File: src/sv/psr_pkg.sv
`default_nettype none
package psr_pkg;

   localparam int PSR_WEIGHT_FRACTION_BITS = 24;
   localparam int PSR_COUNT_W = 11;
   localparam int PSR_INDEX_W = 10;

   localparam logic [PSR_COUNT_W-1:0] PSR_MAX_PARTICLES = PSR_COUNT_W'(1024);
   localparam logic [PSR_COUNT_W-1:0] PSR_COUNT_RESET = PSR_COUNT_W'(1024);

   // controller to datapath
   typedef struct packed {
      logic accept;      // request taken this cycle
      logic step_load;   // start step = 2^w / n
      logic step_store;  // keep quotient as cursor step
      logic gap_load;    // start gap / step
      logic div_run;     // one quotient bit
      logic mul_run;     // slot count and cursor advance product
      logic finish;      // commit state and result
   } psr_cmd_type;

   // datapath to controller
   typedef struct packed {
      logic run_active;
      logic div_done;
      logic rsp_free;
   } psr_sts_type;

endpackage
`default_nettype wire

File: src/sv/particle_systematic_resampler.sv
// channel    direction  payload                                    handshake
// req_*      in         weight, start_offset, final_weight         req_valid / req_ready
// rsp_*      out        particle_index, copy_count, run_done       rsp_valid / rsp_ready
// csr_*      in         particle_count                             csr_valid / csr_ready
//
// one request at a time; the next request is taken only once the last result is committed,
// and the first request of a run also runs the step divide before the gap divide
// both divides go through one shared restore divider, one quotient bit per cycle
// the result sits in an output register, so a stalled rsp side holds only the next commit
// synchronous active high reset; particle_count comes up as 1024, no run open
`default_nettype none
module particle_systematic_resampler
   import psr_pkg::*;
#(
   parameter int WEIGHT_FRACTION_BITS = PSR_WEIGHT_FRACTION_BITS
) (
   input  wire logic                            clock,
   input  wire logic                            reset,
   // request channel
   input  wire logic                            req_valid,
   output logic                                 req_ready,
   input  wire logic [WEIGHT_FRACTION_BITS:0]   req_weight,
   input  wire logic [WEIGHT_FRACTION_BITS-1:0] req_start_offset,
   input  wire logic                            req_final_weight,
   // result channel
   output logic                                 rsp_valid,
   input  wire logic                            rsp_ready,
   output logic [PSR_INDEX_W-1:0]               rsp_particle_index,
   output logic [PSR_COUNT_W-1:0]               rsp_copy_count,
   output logic                                 rsp_run_done,
   // particle count register write
   input  wire logic                            csr_valid,
   output logic                                 csr_ready,
   input  wire logic [PSR_COUNT_W-1:0]          csr_particle_count
);

   psr_cmd_type cmd;
   psr_sts_type sts;

   // the register write never stalls; a new count is picked up when the next run opens
   assign csr_ready = 1'b1;

   // sequencer: accept, optional step divide, gap divide, multiply, commit
   psr_controller u_ctl (
      .clock     (clock),
      .reset     (reset),
      .req_valid (req_valid),
      .req_ready (req_ready),
      .sts       (sts),
      .cmd       (cmd)
   );

   // run state, shared divider, slot count multiply and result register
   psr_datapath #(
      .WEIGHT_FRACTION_BITS (WEIGHT_FRACTION_BITS)
   ) u_dp (
      .clock              (clock),
      .reset              (reset),
      .cmd                (cmd),
      .sts                (sts),
      .csr_valid          (csr_valid),
      .csr_particle_count (csr_particle_count),
      .req_weight         (req_weight),
      .req_start_offset   (req_start_offset),
      .req_final_weight   (req_final_weight),
      .rsp_ready          (rsp_ready),
      .rsp_valid          (rsp_valid),
      .rsp_particle_index (rsp_particle_index),
      .rsp_copy_count     (rsp_copy_count),
      .rsp_run_done       (rsp_run_done)
   );

endmodule
`default_nettype wire

File: src/sv/psr_controller.sv
`default_nettype none
module psr_controller
   import psr_pkg::*;
(
   input  wire logic        clock,
   input  wire logic        reset,
   input  wire logic        req_valid,
   output logic             req_ready,
   input  wire psr_sts_type sts,
   output psr_cmd_type      cmd
);

   localparam logic [2:0] ST_IDLE  = 3'd0;
   localparam logic [2:0] ST_SLOAD = 3'd1;
   localparam logic [2:0] ST_SDIV  = 3'd2;
   localparam logic [2:0] ST_GLOAD = 3'd3;
   localparam logic [2:0] ST_GDIV  = 3'd4;
   localparam logic [2:0] ST_MUL   = 3'd5;
   localparam logic [2:0] ST_UPD   = 3'd6;

   logic [2:0] state_ff;
   logic [2:0] state_in;

   always_comb begin
      state_in = state_ff;
      cmd = '0;
      req_ready = 1'b0;
      unique case (state_ff)
         ST_IDLE: begin
            req_ready = 1'b1;
            if (req_valid) begin
               cmd.accept = 1'b1;
               state_in = sts.run_active ? ST_GLOAD : ST_SLOAD;
            end
         end
         ST_SLOAD: begin
            cmd.step_load = 1'b1;
            state_in = ST_SDIV;
         end
         ST_SDIV: begin
            if (sts.div_done) begin
               cmd.step_store = 1'b1;
               state_in = ST_GLOAD;
            end else begin
               cmd.div_run = 1'b1;
            end
         end
         ST_GLOAD: begin
            cmd.gap_load = 1'b1;
            state_in = ST_GDIV;
         end
         ST_GDIV: begin
            if (sts.div_done) begin
               state_in = ST_MUL;
            end else begin
               cmd.div_run = 1'b1;
            end
         end
         ST_MUL: begin
            cmd.mul_run = 1'b1;
            state_in = ST_UPD;
         end
         ST_UPD: begin
            if (sts.rsp_free) begin
               cmd.finish = 1'b1;
               state_in = ST_IDLE;
            end
         end
         default: begin
            state_in = ST_IDLE;
         end
      endcase
   end

   always_ff @(posedge clock) begin
      if (reset) begin
         state_ff <= ST_IDLE;
      end else begin
         state_ff <= state_in;
      end
   end

endmodule
`default_nettype wire

File: src/sv/psr_datapath.sv
`default_nettype none
module psr_datapath
   import psr_pkg::*;
#(
   parameter int WEIGHT_FRACTION_BITS = PSR_WEIGHT_FRACTION_BITS
) (
   input  wire logic                            clock,
   input  wire logic                            reset,
   input  wire psr_cmd_type                     cmd,
   output psr_sts_type                          sts,
   input  wire logic                            csr_valid,
   input  wire logic [PSR_COUNT_W-1:0]          csr_particle_count,
   input  wire logic [WEIGHT_FRACTION_BITS:0]   req_weight,
   input  wire logic [WEIGHT_FRACTION_BITS-1:0] req_start_offset,
   input  wire logic                            req_final_weight,
   input  wire logic                            rsp_ready,
   output logic                                 rsp_valid,
   output logic [PSR_INDEX_W-1:0]               rsp_particle_index,
   output logic [PSR_COUNT_W-1:0]               rsp_copy_count,
   output logic                                 rsp_run_done
);

   localparam int W      = WEIGHT_FRACTION_BITS;
   localparam int SUM_W  = W + 2;
   localparam int STEP_W = W + 1;
   localparam int CNT_W  = PSR_COUNT_W;
   localparam int RW     = STEP_W + CNT_W;
   localparam int QW     = (STEP_W > CNT_W + 1) ? STEP_W : CNT_W + 1;
   localparam int ITER_W = $clog2(QW + 1);
   localparam int PROD_W = CNT_W + STEP_W;
   localparam logic [SUM_W-1:0] SUM_MAX = '1;

   logic [CNT_W-1:0]       pcount_ff, pcount_in;
   logic [SUM_W-1:0]       sum_ff, sum_in;
   logic [SUM_W-1:0]       cursor_ff, cursor_in;
   logic [CNT_W-1:0]       slots_ff, slots_in;
   logic [PSR_INDEX_W-1:0] src_ff, src_in;
   logic [STEP_W-1:0]      step_ff, step_in;
   logic                   active_ff, active_in;
   logic                   last_ff, last_in;
   logic [RW-1:0]          div_r_ff, div_r_in;
   logic [RW-1:0]          div_d_ff, div_d_in;
   logic [QW-1:0]          div_q_ff, div_q_in;
   logic [ITER_W-1:0]      iter_ff, iter_in;
   logic [CNT_W-1:0]       take_ff, take_in;
   logic [PROD_W-1:0]      prod_ff, prod_in;
   logic                   rsp_valid_ff, rsp_valid_in;
   logic [PSR_INDEX_W-1:0] rsp_index_ff, rsp_index_in;
   logic [CNT_W-1:0]       rsp_count_ff, rsp_count_in;
   logic                   rsp_done_ff, rsp_done_in;

   logic [CNT_W-1:0]  n_eff;
   logic [SUM_W-1:0]  sum_base;
   logic [SUM_W:0]    sum_add;
   logic              div_ge;
   logic [CNT_W:0]    q_plus1;
   logic [CNT_W-1:0]  take_c;
   logic [PROD_W:0]   cursor_add;

   always_comb begin
      priority if (pcount_ff == '0) begin
         n_eff = CNT_W'(1);
      end else if (pcount_ff > PSR_MAX_PARTICLES) begin
         n_eff = PSR_MAX_PARTICLES;
      end else begin
         n_eff = pcount_ff;
      end

      sum_base = active_ff ? sum_ff : '0;
      sum_add = {1'b0, sum_base} + (SUM_W+1)'(req_weight);
      div_ge = (div_r_ff >= div_d_ff);

      // slots whose cursor lands at or below the cumulative sum
      q_plus1 = {1'b0, div_q_ff[CNT_W-1:0]} + (CNT_W+1)'(1);
      priority if (cursor_ff > sum_ff) begin
         take_c = '0;
      end else if (sum_ff == SUM_MAX || div_q_ff[CNT_W] || q_plus1 >= {1'b0, slots_ff}) begin
         take_c = slots_ff;
      end else begin
         take_c = q_plus1[CNT_W-1:0];
      end

      cursor_add = (PROD_W+1)'(cursor_ff) + (PROD_W+1)'(prod_ff);

      pcount_in = csr_valid ? csr_particle_count : pcount_ff;
      sum_in = sum_ff;
      cursor_in = cursor_ff;
      slots_in = slots_ff;
      src_in = src_ff;
      step_in = step_ff;
      active_in = active_ff;
      last_in = last_ff;
      div_r_in = div_r_ff;
      div_d_in = div_d_ff;
      div_q_in = div_q_ff;
      iter_in = iter_ff;
      take_in = take_ff;
      prod_in = prod_ff;
      rsp_valid_in = rsp_valid_ff;
      rsp_index_in = rsp_index_ff;
      rsp_count_in = rsp_count_ff;
      rsp_done_in = rsp_done_ff;

      if (rsp_valid_ff && rsp_ready) begin
         rsp_valid_in = 1'b0;
      end

      if (cmd.accept) begin
         sum_in = sum_add[SUM_W] ? SUM_MAX : sum_add[SUM_W-1:0];
         last_in = req_final_weight;
         if (!active_ff) begin
            cursor_in = SUM_W'(req_start_offset);
            slots_in = n_eff;
            src_in = '0;
            active_in = 1'b1;
         end
      end

      if (cmd.step_load) begin
         div_r_in = RW'(1) << W;
         div_d_in = RW'(slots_ff) << W;
         div_q_in = '0;
         iter_in = ITER_W'(STEP_W);
      end

      if (cmd.step_store) begin
         step_in = div_q_ff[STEP_W-1:0];
      end

      if (cmd.gap_load) begin
         div_r_in = RW'(sum_ff - cursor_ff);
         div_d_in = RW'(step_ff) << CNT_W;
         div_q_in = '0;
         iter_in = ITER_W'(CNT_W + 1);
      end

      if (cmd.div_run) begin
         div_r_in = div_ge ? (div_r_ff - div_d_ff) : div_r_ff;
         div_q_in = {div_q_ff[QW-2:0], div_ge};
         div_d_in = div_d_ff >> 1;
         iter_in = iter_ff - ITER_W'(1);
      end

      if (cmd.mul_run) begin
         take_in = take_c;
         prod_in = PROD_W'(take_c) * PROD_W'(step_ff);
      end

      if (cmd.finish) begin
         cursor_in = (cursor_add > (PROD_W+1)'(SUM_MAX)) ? SUM_MAX : cursor_add[SUM_W-1:0];
         slots_in = last_ff ? '0 : (slots_ff - take_ff);
         active_in = !last_ff;
         src_in = src_ff + PSR_INDEX_W'(1);
         rsp_valid_in = 1'b1;
         rsp_index_in = src_ff;
         rsp_count_in = last_ff ? slots_ff : take_ff;
         rsp_done_in = last_ff;
      end
   end

   always_ff @(posedge clock) begin
      if (reset) begin
         pcount_ff <= PSR_COUNT_RESET;
         sum_ff <= '0;
         cursor_ff <= '0;
         slots_ff <= '0;
         src_ff <= '0;
         step_ff <= '0;
         active_ff <= 1'b0;
         iter_ff <= '0;
         rsp_valid_ff <= 1'b0;
      end else begin
         pcount_ff <= pcount_in;
         sum_ff <= sum_in;
         cursor_ff <= cursor_in;
         slots_ff <= slots_in;
         src_ff <= src_in;
         step_ff <= step_in;
         active_ff <= active_in;
         iter_ff <= iter_in;
         rsp_valid_ff <= rsp_valid_in;
      end
      last_ff <= last_in;
      div_r_ff <= div_r_in;
      div_d_ff <= div_d_in;
      div_q_ff <= div_q_in;
      take_ff <= take_in;
      prod_ff <= prod_in;
      rsp_index_ff <= rsp_index_in;
      rsp_count_ff <= rsp_count_in;
      rsp_done_ff <= rsp_done_in;
   end

   assign sts.run_active = active_ff;
   assign sts.div_done = (iter_ff == '0);
   assign sts.rsp_free = !rsp_valid_ff || rsp_ready;

   assign rsp_valid = rsp_valid_ff;
   assign rsp_particle_index = rsp_index_ff;
   assign rsp_copy_count = rsp_count_ff;
   assign rsp_run_done = rsp_done_ff;

endmodule
`default_nettype wire
File: config.mk
export PLATFORM = sky130hd
export DESIGN_NAME = particle_systematic_resampler
export DESIGN_NICKNAME = d
export VERILOG_FILES = /design/src/sv/psr_pkg.sv /design/src/sv/particle_systematic_resampler.sv /design/src/sv/psr_controller.sv /design/src/sv/psr_datapath.sv
export SDC_FILE = /design/constraint.sdc
export NUM_CORES = 1
export LEC_CHECK = 0
export BUFFER_PORTS_ARGS = -buffer_cell sky130_fd_sc_hd__buf_2
export CORE_UTILIZATION = 65
export CTS_BUF_LIST = sky130_fd_sc_hd__clkbuf_16
export CTS_CLUSTER_SIZE = 16
export DETAILED_ROUTE_END_ITERATION = 7
export GPL_ROUTABILITY_DRIVEN = 1
export PLACE_DENSITY = 0.83
export SYNTH_ARGS = -nofsm -noshare
export SYNTH_HDL_FRONTEND = slang
export SYNTH_HIERARCHICAL = 1
export SYNTH_SLANG_ARGS = --single-unit
File: constraint.sdc
create_clock -name clock -period 11.2 [get_ports clock]
set_input_delay 0 -clock clock [delete_from_list [all_inputs] [get_ports clock]]
set_output_delay 0 -clock clock [all_outputs]
set_load 0.03 [all_outputs]
==> flow_metrics.tcl, run 1 <==
set metrics [dict create \
    status "complete, but fails checks" \
    violations "negative hold slack" \
    netlist_area_sq_mm 0.0272 \
    drc 0 \
    core_sq_mm 0.0410 \
    yosys.area_share.xor_xnor_pct 4.38 \
    yosys.cell_count.top_type "inv_1" \
    seq_power_share_pct 26.8 \
    wirelength_um 77200 \
    syn-instance-count 2937 \
    synth_cell_types 100 \
    drtIter0Drc 2356 \
    synth-seq-area-share_pct 27.2 \
    post_cts_buffers 0 \
    clkTransAtPathRegs_ps 60 \
    cp_slowest_cell "a221o_4" \
    timing.fmax_mhz 103 \
    finClkSkew_ps 24.1 \
    die_h_um 207 \
    grt_util_all_layers_pct 36.6 \
    die_x_um 207 \
    cts_max_level 2 \
    yosysWarningCount 6 \
    overflow 0 \
    synth_top_family_by_area "adder cells" \
    synthArstFlopShare_pct 0 \
    wl_met2_um 37400 \
    synth_compound_area_share_pct 16.7 \
    cp_max_fo 109 \
    via_per_inst 6.47 \
    cts_root_buf "clkbuf_16" \
    p_clk_share_pct 18.5 \
    tns_ps 0 \
    hpwl_um 55500 \
    critPathKind "flop to flop" \
    dr.pass1.iters 6 \
    relSlewSlack_pct 20.7 \
    ctsLongestPathBuffers 3 \
    synth.top_cell.area_share_pct 18.3 \
    cts_buffers 35 \
    synthTopCellsByCount "352 x inv_1, 212 x ha_1, 211 x fa_1" \
    postRouteAntennaNets 0 \
    ys.flop_type "edfxtp_1" \
    fin_crit_sh_pct 87.0 \
    min_path_type "input pin to flop" \
    place_congestion 0.980 \
    grt_pass1_wl_um 121000 \
    syn_to_final_growth_pct 9.16 \
    avgRoutedWirePerCell_um 21.7 \
    grt_pass1_vias 22900 \
    io_pins 91 \
    fin_hold_ws_ps -5.67 \
    yosys.area_share.simple_pct 16.2 \
    p_leak_nw 12.9 \
    internal-power_mw 3.39 \
    hold_viol_final 1 \
    portBuffers 89 \
    nNetsFinal 3485 \
    path_common_cell "fa_1" \
    dr.max_layer_used "met4" \
    drive_gt1_share_pct 9.00 \
    syn_avg_cell_area_sq_um 9.26 \
    startpoint_type "flop" \
    ir_drop_v 0.000197 \
    cp-end-kind "flop" \
    period_needed_ps 9740 \
    slew_viol_final 0 \
    die-area_sq_mm 0.0427 \
    rows 74 \
    n_antenna_cell 0 \
    p_switching_mw 3.03 \
    met3_length_um 6300 \
    worstMarginPinSlew_ps 1190 \
    ys_seq_elements 286 \
    rsz0062_at_grt "no" \
    synthMuxAreaShare_pct 2.63 \
    via_count 23000 \
    setup_viol 0 \
    cts_tree "done" \
    m1WireLength_um 29000 \
    required_ps 11500 \
    p_comb_share_pct 54.7 \
    synth_fa_ha_area_share_pct 25.3 \
    p_sw_share_pct 47.2 \
    powerDensity_mw_per_mm2 216 \
    grt_max_degree 110 \
    grt_antenna_before_repair 0 \
    initial_utilization_pct 66.3 \
    crit_arrival_ps 10040 \
    crit_path_max_incr_delay_ps 900 \
    synth_edf_count 166 \
    ys_top_cells_by_area "edfxtp_1 18%, fa_1 16%, ha_1 9.7%" \
    clock_latency_ps 580 \
    clock_sinks 286 \
    syn_nets 3426 \
    max-cap-violations 0 \
    fill_cells 3064 \
    synth_top_cell_by_area "edfxtp_1" \
]
[power groups by stage]
stage	Combinational [mW]	Clock [mW]	Sequential, mW
finish	3.51	1.19	1.72
global route	3.79	1.23	1.74
CTS	3.41	1.19	1.70
detailed placement	3.35	0	1.72
global placement	3.25	0	1.70
floorplan	2.63	0	1.60
[stage by stage]
step / setup WS [ps] / util [%] / instances / area, sq um / total power, mW
3_3_place_gp: 2000 / 67.8 / 3424 / 27800 / 4.96
2_1_floorplan: 2790 / - / 2937 / 27200 / 4.23
3_5_place_dp: 1670 / 67.8 / 3424 / 27800 / 5.07
6_report: 1460 / 72.4 / 3555 / 29700 / 6.41
5_1_grt: 894 / 72.4 / 3555 / 29700 / 6.77
4_1_cts: 1590 / 72.4 / 3555 / 29700 / 6.30
[sequential cells by signal, indices dropped and copies added (netlist names), 3 cells and up]
name,cells
u_dp/take_ff,11
u_dp/cursor_ff,26
u_dp/src_ff,10
u_dp/div_q_ff,25
u_dp/pcount_ff,11
u_dp/div_d_ff,36
u_dp/rsp_particle_index,10
u_dp/sum_ff,26
u_dp/rsp_copy_count,11
u_dp/prod_ff,36
u_dp/slots_ff,11
u_ctl/state_ff,3
u_dp/div_r_ff,36
u_dp/iter_ff,5
u_dp/step_ff,25
[kinds of logic (layout without fill, tap and decap cells)]
kind of cell	count (synthesis)	in the layout
adder cells (fa/ha/maj)	424	424
XOR/XNOR	136	136
flip-flops	286	286
other	1	1
buffers and inverters	510	596
AND/OR/NAND/NOR	864	864
AO/OA/AOI/OAI	648	648
multiplexers	68	68
[worst paths after layout]
check / cells after the start / startpoint / slack, ps / to
hold reg to reg: 0 / u_dp/src_ff[9] / 470 / u_dp/rsp_particle_index[9]
setup reg to reg: 30 / u_dp/cursor_ff[1] / 1460 / u_dp/prod_ff[34]
setup / recovery: 30 / u_dp/cursor_ff[1] / 1460 / u_dp/prod_ff[34]
hold / removal: 4 / req_start_offset[9] / -6 / u_dp/cursor_ff[9]
[final cells by class]
| class | instances | area (sq um) | area share, % |
|---|---|---|---|
| inverter | 352 | 1320 | 4.45 |
| clock inverter | 28 | 298 | 1.00 |
| tap | 532 | 666 | 2.24 |
| clock buffer | 36 | 901 | 3.03 |
| timing repair buffer | 180 | 1300 | 4.37 |
| sequential | 286 | 7390 | 24.9 |
| multi-input combinational | 2141 | 17800 | 60.0 |
[worst max-delay path: cells and delay by family (launching register included)]
family | cells | cell delay, ps
buf+inv | 5 | 1030
xor+xnor | 1 | 150
fa+ha+maj | 7 | 3230
simple gates | 5 | 1030
flops | 1 | 390
compound gates | 12 | 3480
[layer usage]
layer / global-route usage, % / up-vias
met2: 61.1 / 1160
met3: 6.51 / 280
met4: 20.9 / 0
li1: - / 10400
met1: 44.5 / 11100
met5: 0 / -
[what timing repair did]
| action | 4_1_cts | 5_1_grt |
|---|---|---|
| endpoints found under the hold margin | 73 | 0 |
| hold buffers | 67 | 0 |
| gates resized for setup | 0 | 0 |
[layout by cell type (no fill, tap or decap), drive strengths merged, types with 20 or more instances in the layout]
master       Yosys  layout
nor2           182     182
and3            54      54
a21oi          136     136
clkbuf          94      36
ha             212     212
nand2          116     116
inv            352     358
nand3          201     201
xor2            66      66
dfxtp          120     120
o21a            24      24
dlygate4sd3      0      67
edfxtp         166     166
or3             29      29
a21o            93      93
o21ai          135     135
nand2b          27      27
buf             64     113
o31ai           21      21
a211oi          72      72
nor3           115     115
nand4           20      20
fa             211     211
xnor2           70      70
mux2i           56      56
and2            62      62
Note: power is estimated with default switching activity, not from simulation.
==> run 2: changes to the inputs <==
--- a/config.mk
+++ b/config.mk
@@ -12,6 +12,7 @@
 export DETAILED_ROUTE_END_ITERATION = 7
 export GPL_ROUTABILITY_DRIVEN = 1
 export PLACE_DENSITY = 0.83
+export RECOVER_POWER = 50
 export SYNTH_ARGS = -nofsm -noshare
 export SYNTH_HDL_FRONTEND = slang
 export SYNTH_HIERARCHICAL = 1
==> constraint.sdc (replaced) <==
create_clock -name clock -period 9.68 [get_ports clock]
set_input_delay 0 -clock clock [delete_from_list [all_inputs] [get_ports clock]]
set_output_delay 0 -clock clock [all_outputs]
set_load 0.03 [all_outputs]
==> run 2 against run 1 <==
The run ends with max-capacitance violations, max-slew violations left; die area did not move; setup slack worse by 930 ps; core utilization down 0.49 points; wire length decreased by 4.5%; hold slack gained 12 ps; critical endpoint is now u_dp/prod_ff[33].
==> flow_metrics.tcl, run 2 (same netlist as run 1, synthesis figures left out) <==
set metrics [dict create \
    finClkSkew_ps 30.4 \
    utilization_pct 71.9 \
    syn_to_final_growth_pct 8.42 \
    grt_util_all_layers_pct 34.8 \
    cts_resized 0 \
    die_x_um 207 \
    reg2reg_slack_ps 530 \
    initial_utilization_pct 66.3 \
    fin_ws_ps 530 \
    startpoint "u_dp/div_q_ff[0]" \
    nNetsFinal 3483 \
    core_sq_mm 0.0410 \
    final_common_cell "inv_1" \
    fill_cells 3115 \
    p_switching_mw 3.36 \
    seq_power_share_pct 27.4 \
    grt_antenna_before_repair 0 \
    tns_ps 0 \
    fin_crit_sh_pct 94.5 \
    drive_gt1_share_pct 7.91 \
    reg_top3 "u_dp/div_d_ff x36, u_dp/div_r_ff x36, u_dp/prod_ff x36" \
    clkTransAtPathRegs_ps 60 \
    max-cap-violations 6 \
    final_cells 3552 \
    min_path_type "input pin to flop" \
    internal-power_mw 3.84 \
    violations "max-capacitance violations, max-slew violations" \
    setup_viol 0 \
    overflow 0 \
    post-place-cells 3430 \
    place_ws_ps 669 \
    period_needed_ps 9150 \
    clock_sinks 286 \
    crit_path_max_incr_delay_ps 680 \
    wirelength_um 73700 \
    hold_depth 4 \
    timing.fmax_mhz 109 \
    via_count 22800 \
    io_pins 91 \
    p_comb_share_pct 55.5 \
    cp_max_fo 13 \
    p_sw_share_pct 46.6 \
    path_common_cell "fa_1" \
    grt_pass1_wl_um 116000 \
    ir_drop_v 0.000203 \
    cp_slowest_cell "mux2i_1" \
    cts_root_buf "clkbuf_16" \
    crit_end "u_dp/prod_ff[33]" \
    grt_max_degree 74 \
    required_ps 10030 \
    ctsLongestPathBuffers 3 \
    relSlewSlack_pct -99.3 \
    status "complete, but fails checks" \
    rsz0062_at_grt "no" \
    critPathKind "flop to flop" \
    drc 0 \
    via_per_inst 6.41 \
    rows 74 \
    cts_buffers 34 \
    cp-end-kind "flop" \
    n_antenna_cell 0 \
    die-area_sq_mm 0.0427 \
    final_cell_mix "357 x inv_1, 212 x ha_1, 211 x fa_1" \
    p_clk_share_pct 17.1 \
    ff2ff_path_depth 28 \
    fin_hold_ws_ps 6.66 \
    cts_tree "done" \
    worstMarginPinSlew_ps 2990 \
    startpoint_type "flop" \
    powerDensity_mw_per_mm2 244 \
    slew_viol_final 270 \
    stdcell_area_sq_mm 0.0295 \
    crit_arrival_ps 9500 \
    clock_latency_ps 560 \
    cts_max_level 2 \
    place_congestion 0.961 \
    hold_viol_final 0 \
    postRouteAntennaNets 0 \
    hpwl_um 55000 \
    p_total_mw 7.20 \
    rr_endpoint "u_dp/prod_ff[33]" \
    dr.pass1.iters 6 \
    grt_pass1_vias 22400 \
    placed_area_sq_mm 0.0279 \
    p_leak_nw 12.8 \
    timing.rr.start "u_dp/div_q_ff[0]" \
    drtIter0Drc 1934 \
    avgRoutedWirePerCell_um 20.8 \
    die_h_um 207 \
    portBuffers 89 \
]
run 2: worst min path at each step:
stage / from / end
floorplan: reset / u_ctl/state_ff[0]
global placement: req_final_weight / u_dp/last_ff
detailed placement: req_final_weight / u_dp/last_ff
CTS: req_start_offset[3] / u_dp/cursor_ff[3]
global route: req_start_offset[21] / u_dp/cursor_ff[21]
finish: req_weight[6] / u_dp/sum_ff[6]
run 2: worst max-delay path: cells and delay by family (launching register included):
family,cells,cell delay (ps)
XOR/XNOR,1,280
buffers and inverters,3,410
AO/OA/AOI/OAI,7,2070
flip-flops,1,460
multiplexers,1,680
adder cells (fa/ha/maj),8,3510
AND/OR/NAND/NOR,8,1520
run 2: what timing repair did:
item | 4_1_cts | 5_1_grt
buffers inserted | 0 | 0
endpoints found under the hold margin | 61 | 0
hold buffers | 60 | 0
run 2: power groups by stage:
stage / combinational (mW) / sequential [mW] / clock, mW
floorplan: 3.04 / 1.86 / 0
global placement: 3.74 / 1.97 / 0
detailed placement: 3.84 / 1.99 / 0
CTS: 3.90 / 1.96 / 1.25
global route: 4.33 / 2.01 / 1.30
finish: 3.99 / 1.98 / 1.23
run 2: final cells by class:
class,count,area [sq um],share of cell area [%]
tap,532,666,2.26
clock inverter,26,171,0.581
clock buffer,36,901,3.05
multi-input combinational,2141,17800,60.4
timing repair buffer,179,1230,4.16
sequential,286,7390,25.0
inverter,352,1320,4.48
run 2: layer usage:
layer | vias up | routed length (um) | global-route usage [%]
li1 | 10500 | - | -
met4 | 0 | 3620 | 17.4
met3 | 226 | 5240 | 5.16
met5 | - | 0 | 0
met2 | 951 | 36100 | 59.5
met1 | 11100 | 28800 | 42.9
